[src/hw/rtl/lrfb_pkg.sv]
// Package for the line raster frame buffer: command/response payload structs,
// command codes, stepper control/status structs and fixed field widths.
// No dependencies.
package lrfb_pkg;

    localparam int COORD_W = 7;
    localparam int X_W     = 7;
    localparam int Y_W     = 6;
    localparam int RADDR_W = 10;
    localparam int DATA_W  = 8;
    localparam int CNT_W   = 8;
    localparam int ERR_W   = COORD_W + 2;

    localparam logic [1:0] FUNC_LINE  = 2'd0;
    localparam logic [1:0] FUNC_READ  = 2'd1;
    localparam logic [1:0] FUNC_CLEAR = 2'd2;

    typedef struct packed {
        logic [1:0]         func;
        logic [X_W-1:0]     start_x;
        logic [Y_W-1:0]     start_y;
        logic [X_W-1:0]     end_x;
        logic [Y_W-1:0]     end_y;
        logic               ink;
        logic [RADDR_W-1:0] read_address;
    } t_cmd;

    typedef struct packed {
        logic [DATA_W-1:0] read_data;
        logic [CNT_W-1:0]  pixels_drawn;
    } t_rsp;

    typedef struct packed {
        logic load;
        logic advance;
    } t_step_ctrl;

    typedef struct packed {
        logic [COORD_W-1:0] pix_x;
        logic [COORD_W-1:0] pix_y;
        logic               last;
        logic [CNT_W-1:0]   count;
    } t_step_stat;

endpackage

[src/hw/rtl/lrfb_line_stepper.sv]
// Bresenham line stepper: endpoint setup on load, one pixel per advance.
// Depends on lrfb_pkg.
module lrfb_line_stepper (
    input  logic                         i_clk,
    input  lrfb_pkg::t_step_ctrl         i_ctrl,
    input  logic [lrfb_pkg::COORD_W-1:0] i_sx,
    input  logic [lrfb_pkg::COORD_W-1:0] i_sy,
    input  logic [lrfb_pkg::COORD_W-1:0] i_ex,
    input  logic [lrfb_pkg::COORD_W-1:0] i_ey,
    output lrfb_pkg::t_step_stat         o_stat
);
    import lrfb_pkg::*;

    logic                     r_steep;
    logic                     r_up;
    logic [COORD_W-1:0]       r_m;
    logic [COORD_W-1:0]       r_minor;
    logic [COORD_W-1:0]       r_dmaj;
    logic [COORD_W-1:0]       r_dmin;
    logic [COORD_W-1:0]       r_left;
    logic signed [ERR_W-1:0]  r_err;

    logic                     n_steep;
    logic                     n_up;
    logic [COORD_W-1:0]       n_m;
    logic [COORD_W-1:0]       n_minor;
    logic [COORD_W-1:0]       n_dmaj;
    logic [COORD_W-1:0]       n_dmin;
    logic [COORD_W-1:0]       n_left;
    logic signed [ERR_W-1:0]  n_err;

    logic [COORD_W-1:0]       dx_abs, dy_abs;
    logic [COORD_W-1:0]       ax, ay, bx, by;
    logic [COORD_W-1:0]       a0x, a0y, b0x, b0y;
    logic                     steep, swap;
    logic signed [ERR_W-1:0]  err_sub;

    always_comb begin
        dx_abs = (i_ex >= i_sx) ? (i_ex - i_sx) : (i_sx - i_ex);
        dy_abs = (i_ey >= i_sy) ? (i_ey - i_sy) : (i_sy - i_ey);
        steep  = dy_abs > dx_abs;
        ax     = steep ? i_sy : i_sx;
        ay     = steep ? i_sx : i_sy;
        bx     = steep ? i_ey : i_ex;
        by     = steep ? i_ex : i_ey;
        swap   = ax > bx;
        a0x    = swap ? bx : ax;
        a0y    = swap ? by : ay;
        b0x    = swap ? ax : bx;
        b0y    = swap ? ay : by;

        err_sub = r_err - $signed({2'b00, r_dmin});

        n_steep = r_steep;
        n_up    = r_up;
        n_m     = r_m;
        n_minor = r_minor;
        n_dmaj  = r_dmaj;
        n_dmin  = r_dmin;
        n_left  = r_left;
        n_err   = r_err;

        if (i_ctrl.load) begin
            n_steep = steep;
            n_up    = a0y < b0y;
            n_m     = a0x;
            n_minor = a0y;
            n_dmaj  = b0x - a0x;
            n_dmin  = (b0y >= a0y) ? (b0y - a0y) : (a0y - b0y);
            n_left  = b0x - a0x;
            n_err   = $signed({2'b00, (b0x - a0x) >> 1});
        end else if (i_ctrl.advance) begin
            n_m    = r_m + COORD_W'(1);
            n_left = r_left - COORD_W'(1);
            if (err_sub < 0) begin
                n_minor = r_up ? (r_minor + COORD_W'(1)) : (r_minor - COORD_W'(1));
                n_err   = err_sub + $signed({2'b00, r_dmaj});
            end else begin
                n_err   = err_sub;
            end
        end
    end

    always_ff @(posedge i_clk) begin
        r_steep <= n_steep;
        r_up    <= n_up;
        r_m     <= n_m;
        r_minor <= n_minor;
        r_dmaj  <= n_dmaj;
        r_dmin  <= n_dmin;
        r_left  <= n_left;
        r_err   <= n_err;
    end

    assign o_stat.pix_x = r_steep ? r_minor : r_m;
    assign o_stat.pix_y = r_steep ? r_m : r_minor;
    assign o_stat.last  = (r_left == '0);
    assign o_stat.count = CNT_W'(r_dmaj) + CNT_W'(1);

endmodule

[config.mk]
export PLATFORM = sky130hd
export DESIGN_NAME = lrfb_line_stepper
export DESIGN_NICKNAME = d
export VERILOG_FILES = /design/src/hw/rtl/lrfb_pkg.sv /design/src/hw/rtl/lrfb_line_stepper.sv
export SDC_FILE = /design/constraint.sdc
export NUM_CORES = 1
export LEC_CHECK = 0
export BUFFER_PORTS_ARGS = -buffer_cell sky130_fd_sc_hd__buf_2
export CORE_MARGIN = 1.5
export CORE_UTILIZATION = 55
export DETAILED_ROUTE_END_ITERATION = 7
export PLACE_DENSITY = 0.72
export REMOVE_ABC_BUFFERS = 1
export SLEW_MARGIN = 20
export SYNTH_ARGS = -nofsm -noshare
export SYNTH_HDL_FRONTEND = slang
export SYNTH_SLANG_ARGS = --single-unit
[constraint.sdc]
create_clock -name i_clk -period 10.3 [get_ports i_clk]
set_input_delay 1.03 -clock i_clk [delete_from_list [all_inputs] [get_ports i_clk]]
set_output_delay 1.03 -clock i_clk [all_outputs]
set_load 0.05 [all_outputs]
* Word level (Yosys, flattened, before mapping)
Index checks and enable logic that the tools add are counted.
** Cells by class
- Reductions and logical operators :: 4
- $lt $le $gt $ge :: 7
- Mux-type cells :: 24
- Add/subtract/negate cells :: 14
** Operators with widths (count)
- $mux W7 :: 21
- $sub A7 B7 Y7 :: 7
- $ge A7 B7 Y1 :: 3
- $add A7 B1 Y7 const B :: 2
- $gt A7 B7 Y1 :: 2
- $sub A7 B1 Y7 const B :: 2
- $mux W6 :: 2
- $add A9 B8 Y9 :: 1
- $lt A9 B1 Y1 const B :: 1
- $mux W9 :: 1
- $sub A9 B8 Y9 :: 1
- $add A7 B1 Y8 const B :: 1
- $logic_not A7 Y1 :: 1
- $lt A7 B7 Y1 :: 1
- $reduce_bool A2 Y1 :: 2
- $reduce_and A2 Y1 :: 1
** Storage, ports and cells
- Output and inout bits :: 23
- Input bits :: 31
- Word-level logic and storage cells :: 58
- Bits in registers :: 46

* Depth between registers and ports, before layout
- Word-level depth :: 8
- Mapped depth :: 45
- Depth with buffers taken out :: 40

* Least setup slack after synthesis
OpenSTA, ideal clock, no wires.
- Kind :: input-to-reg
- Start :: input port i_sx[1] (netlist name)
- End :: register r_dmin[5], data pin
- Path buffers :: 6
- Stages :: 42
- Arrival time :: 8966 ps
- Library setup time :: 258 ps
- Data required time :: 10042 ps
- Slack :: 1075 ps
- Path through :: inv_1 -> ha_1 -> nor2b_1 -> o21ai_0 -> a31oi_1 -> o21a_1 -> o21ai_0 -> nand2b_1 -> a21oi_1 -> mux2_2 -> a311oi_1 -> xor2_1 -> ha_1 -> and4_4 -> a21boi_4 -> o21ai_4 -> inv_2 -> buf_6 -> (+6 left out) -> a21oi_2 -> nand2_2 -> buf_2 -> clkbuf_1 -> o21ai_0 -> mux2i_1 -> ha_1 -> nor2b_1 -> o21ai_0 -> nand3b_1 -> a21o_1 -> a21oi_1 -> o21a_1 -> clkbuf_1 -> mux2i_1 -> o21ai_0 -> a21oi_1 -> xnor2_1
** On the way
- Longest elaborated chain between the ends :: 8
- Elaborated cells between the ends (all ways) :: 16
- Classes of those cells :: add/sub (4); order compare (4); mux (8)
** Ends and longest elaborated chain
- from (decl) :: line lrfb_line_stepper.sv:6 : input logic [lrfb_pkg::COORD_W-1:0] i_sx,
- $sub A7 B7 Y7 or $ge A7 B7 Y1 (tied branches) :: line lrfb_line_stepper.sv:39 : dx_abs = (i_ex >= i_sx) ? (i_ex - i_sx) : (i_sx - i_ex);
- $mux W7 :: line lrfb_line_stepper.sv:39
- $gt A7 B7 Y1 :: line lrfb_line_stepper.sv:41 : steep = dy_abs > dx_abs;
- $mux W7, on equally long branches :: line lrfb_line_stepper.sv:42, lrfb_line_stepper.sv:44
- $gt A7 B7 Y1 :: line lrfb_line_stepper.sv:46 : swap = ax > bx;
- $mux W7, on equally long branches :: line lrfb_line_stepper.sv:48, lrfb_line_stepper.sv:50
- $sub A7 B7 Y7 or $ge A7 B7 Y1 (tied branches) :: line lrfb_line_stepper.sv:69 : n_dmin = (b0y >= a0y) ? (b0y - a0y) : (a0y - b0y);
- $mux W7 (*) :: line lrfb_line_stepper.sv:69
- to (signal assigned) :: line lrfb_line_stepper.sv:90 : r_dmin <= n_dmin;
- to (decl) :: line lrfb_line_stepper.sv:19 : logic [COORD_W-1:0] r_dmin;
Every way passes the cells marked *; elsewhere a longest branch is shown, timed or not.
A chain may end at the register's enable or synchronous reset.

* Worst setup path in the final report
- Start :: input port i_sy[1] (netlist name)
- End :: register r_dmin[5], data pin
** On the way
- Longest elaborated chain between the ends :: 8
- Elaborated cells between the ends (all ways) :: 16
- Classes of those cells :: add/sub (4); order compare (4); mux (8)
** Ends and longest elaborated chain
- from (decl) :: line lrfb_line_stepper.sv:7 : input logic [lrfb_pkg::COORD_W-1:0] i_sy,
- $sub A7 B7 Y7 or $ge A7 B7 Y1 (tied branches) :: line lrfb_line_stepper.sv:40 : dy_abs = (i_ey >= i_sy) ? (i_ey - i_sy) : (i_sy - i_ey);
- $mux W7 :: line lrfb_line_stepper.sv:40
- $gt A7 B7 Y1 :: line lrfb_line_stepper.sv:41
- $mux W7, on equally long branches :: line lrfb_line_stepper.sv:42, lrfb_line_stepper.sv:44
- $gt A7 B7 Y1 :: line lrfb_line_stepper.sv:46
- $mux W7, on equally long branches :: line lrfb_line_stepper.sv:48, lrfb_line_stepper.sv:50
- $sub A7 B7 Y7 or $ge A7 B7 Y1 (tied branches) :: line lrfb_line_stepper.sv:69
- $mux W7 (*) :: line lrfb_line_stepper.sv:69
Marks and branches as above.

==> flow_summary.yaml <==
setup_path:
  rr_worst_depth: 13
  cp.required_ns: 10.37
  worst_r2r_startpoint: "r_err[0]"
  worstPathArrival_ns: 9.51
  crit_top_cell: "o21ai_0"
  rr_endpoint: "r_err[4]"
  startpoint_type: "input port"
  crit_fanout: 25
  crit_type: "input port to register"
  rrSetupSlack_ns: 6.81
  cpPeakStageDelay_ns: 0.42
  endpoint: "r_dmin[5]"
  endpoint_kind: "register"
  cpMaxStageDelayCell: "ha_1"
  cp-startpoint: "i_sy[1]"
timing:
  hold_viol: 0
  period_share_pct: 91.6
  rsz0062_at_grt: "false"
  max_slew_margin_pct: 33.6
  tightest_slew_ns: 0.993
  skew_ns: 0.0206
  fmax_mhz: 106
  setup_viol: 0
  period_minus_slack_ns: 9.44
  tns_ns: 0
  drv_slew: 0
  setup_ws_ns: 0.865
grt:
  grt_first_pass_wirelength_mm: 25.4
  grt_max_degree: 58
  antenna_found_initial: 0
  grt_usage_pct: 27.6
  grt_pass1_vias: 5254
  overflow: 0
yosys:
  synth_edf_count: 43
  postSynthAreaPerCell_um2: 8.46
  syn_area_um2: 6110
  async_flop_share_pct: 0
  synthCells: 722
  synth-main-ff-cell: "edfxtp_1"
  yosys.cell_types.count: 61
  yosys_warnings: 0
  yosysSeqAreaShare_pct: 22.1
  synth-seq-cells: 46
die:
  fp.dieH_um: 108
  die_area_um2: 11700
  die_w_um: 108
  coreArea_um2: 10800
  fp-row-count: 38
  boundaryPins: 54
  initial_utilization_pct: 56.3
finish:
  final_cell_mix: "82 x inv_1, 79 x ha_1, 69 x a21oi_1, 57 x nand2_1, 56 x nor2_1"
  layout_commonest_cell: "inv_1"
  drive_gt1_share_pct: 13.8
  n_antenna_cell: 0
  fill_cells: 977
  syn_to_final_growth_pct: 7.89
  final_nets: 885
route:
  drc_errors: 0
  via_count: 5354
  viasPerCell: 5.90
  wirelength_mm: 15.7
  ant_nets: 0
  routedWlPerCell_um: 17.3
  drt_iter0_drc: 318
  drt_first_pass_iters: 5
clocking:
  clkSinkCount: 46
  post_cts_buffers: 0
  clk_latency_ns: 0.32
  htree_levels: 2
  path_clk_slew_ns: 0.10
  cts_root_buf: "clkbuf_8"
  numCtsBuffers: 5
  cts_tree: "built"
  clockBufferDepth: 2
hold_path:
  hold_class: "register to register"
place:
  io_buffers: 53
  gp_congestion: 0.979
  dpl.hpwl_mm: 12.9
  pre_cts_slack_ns: 0.524
job:
  cap_violations: 0
run_status:
  status: "complete, no violations"
[worst min path at each step]
stage             start  endpoint  cells past startpoint
4_1_cts        r_err[8]  r_err[8]                      2
3_3_place_gp   r_err[8]  r_err[8]                      2
3_5_place_dp   r_err[8]  r_err[8]                      2
6_report       r_err[8]  r_err[8]                      2
2_1_floorplan  r_err[8]  r_err[8]                      2
5_1_grt        r_err[8]  r_err[8]                      2
[metal layers]
metal | vias up | wire length [um] | track usage (%)
li1 | 2626 | - | -
met1 | 2529 | 6890 | 34.5
met2 | 165 | 7680 | 48.6
met3 | 34 | 684 | 3.44
met4 | 0 | 468 | 10.3
met5 | - | 0 | 0
[cells in the mapped netlist, types with 15 or more instances]
cell type | number | share of area, %
a211oi_1 | 15 | 1.8
o21ai_0 | 41 | 3.4
edfxtp_1 | 43 | 21
xor2_1 | 23 | 3.3
nor2_1 | 56 | 3.4
a21oi_1 | 69 | 5.7
inv_1 | 82 | 5.0
ha_1 | 79 | 16
mux2i_1 | 31 | 5.1
nand2_1 | 57 | 3.5
xnor2_1 | 31 | 4.4
mux2_2 | 21 | 3.9
a21o_1 | 22 | 2.7
[state kept, by name, indices dropped and copies added (netlist names)]
name / count
r_m: 7
r_steep: 1
r_up: 1
r_err: 9
r_left: 7
r_minor: 7
r_dmin: 7
r_dmaj: 7
[layout make-up]
type                            instances  area [um^2]  area share, %
Tap cell                              140          175           2.66
Clock buffer                            5         68.8           1.04
Timing Repair Buffer                   60          318           4.82
Sequential cell                        46         1350           20.5
Clock inverter                          3         23.8          0.361
Inverter                               83          312           4.73
Multi-Input combinational cell        570         4340           65.9
[worst max-delay path, delay by kind of cell]
family / cells / cell delay (ns)
AO/OA/AOI/OAI: 19 / 3.73
XOR/XNOR: 2 / 0.19
adder cells (fa/ha/maj): 4 / 1.41
buffers and inverters: 4 / 0.82
multiplexers: 3 / 1.09
AND/OR/NAND/NOR: 8 / 1.21
[repair_timing]
item,in CTS,in global routing
hold buffers,0,0
setup endpoints to repair,0,1
resized for setup,0,1
[kinds of logic after synthesis]
family	share of synthesized area, %
AND/OR/NAND/NOR	12.4
XOR/XNOR	8.14
AO/OA/AOI/OAI	21.3
buffers and inverters	6.89
adder cells (fa/ha/maj)	19.8
flip-flops	22.1
multiplexers	9.41
[per-stage QoR]
stage / hold WS (ns) / cells / utilization (%) / cell area (um^2)
3_3_place_gp: 0.473 / 899 / 59.9 / 6490
5_1_grt: 0.524 / 907 / 60.8 / 6590
3_5_place_dp: 0.494 / 899 / 59.9 / 6490
4_1_cts: 0.509 / 907 / 60.7 / 6580
6_report: 0.502 / 907 / 60.8 / 6590
2_1_floorplan: 0.455 / 699 / - / 6000
Power is left out: the tool's default activity adds up to more than one toggle a clock period on the data nets, which glitch-free logic cannot reach.
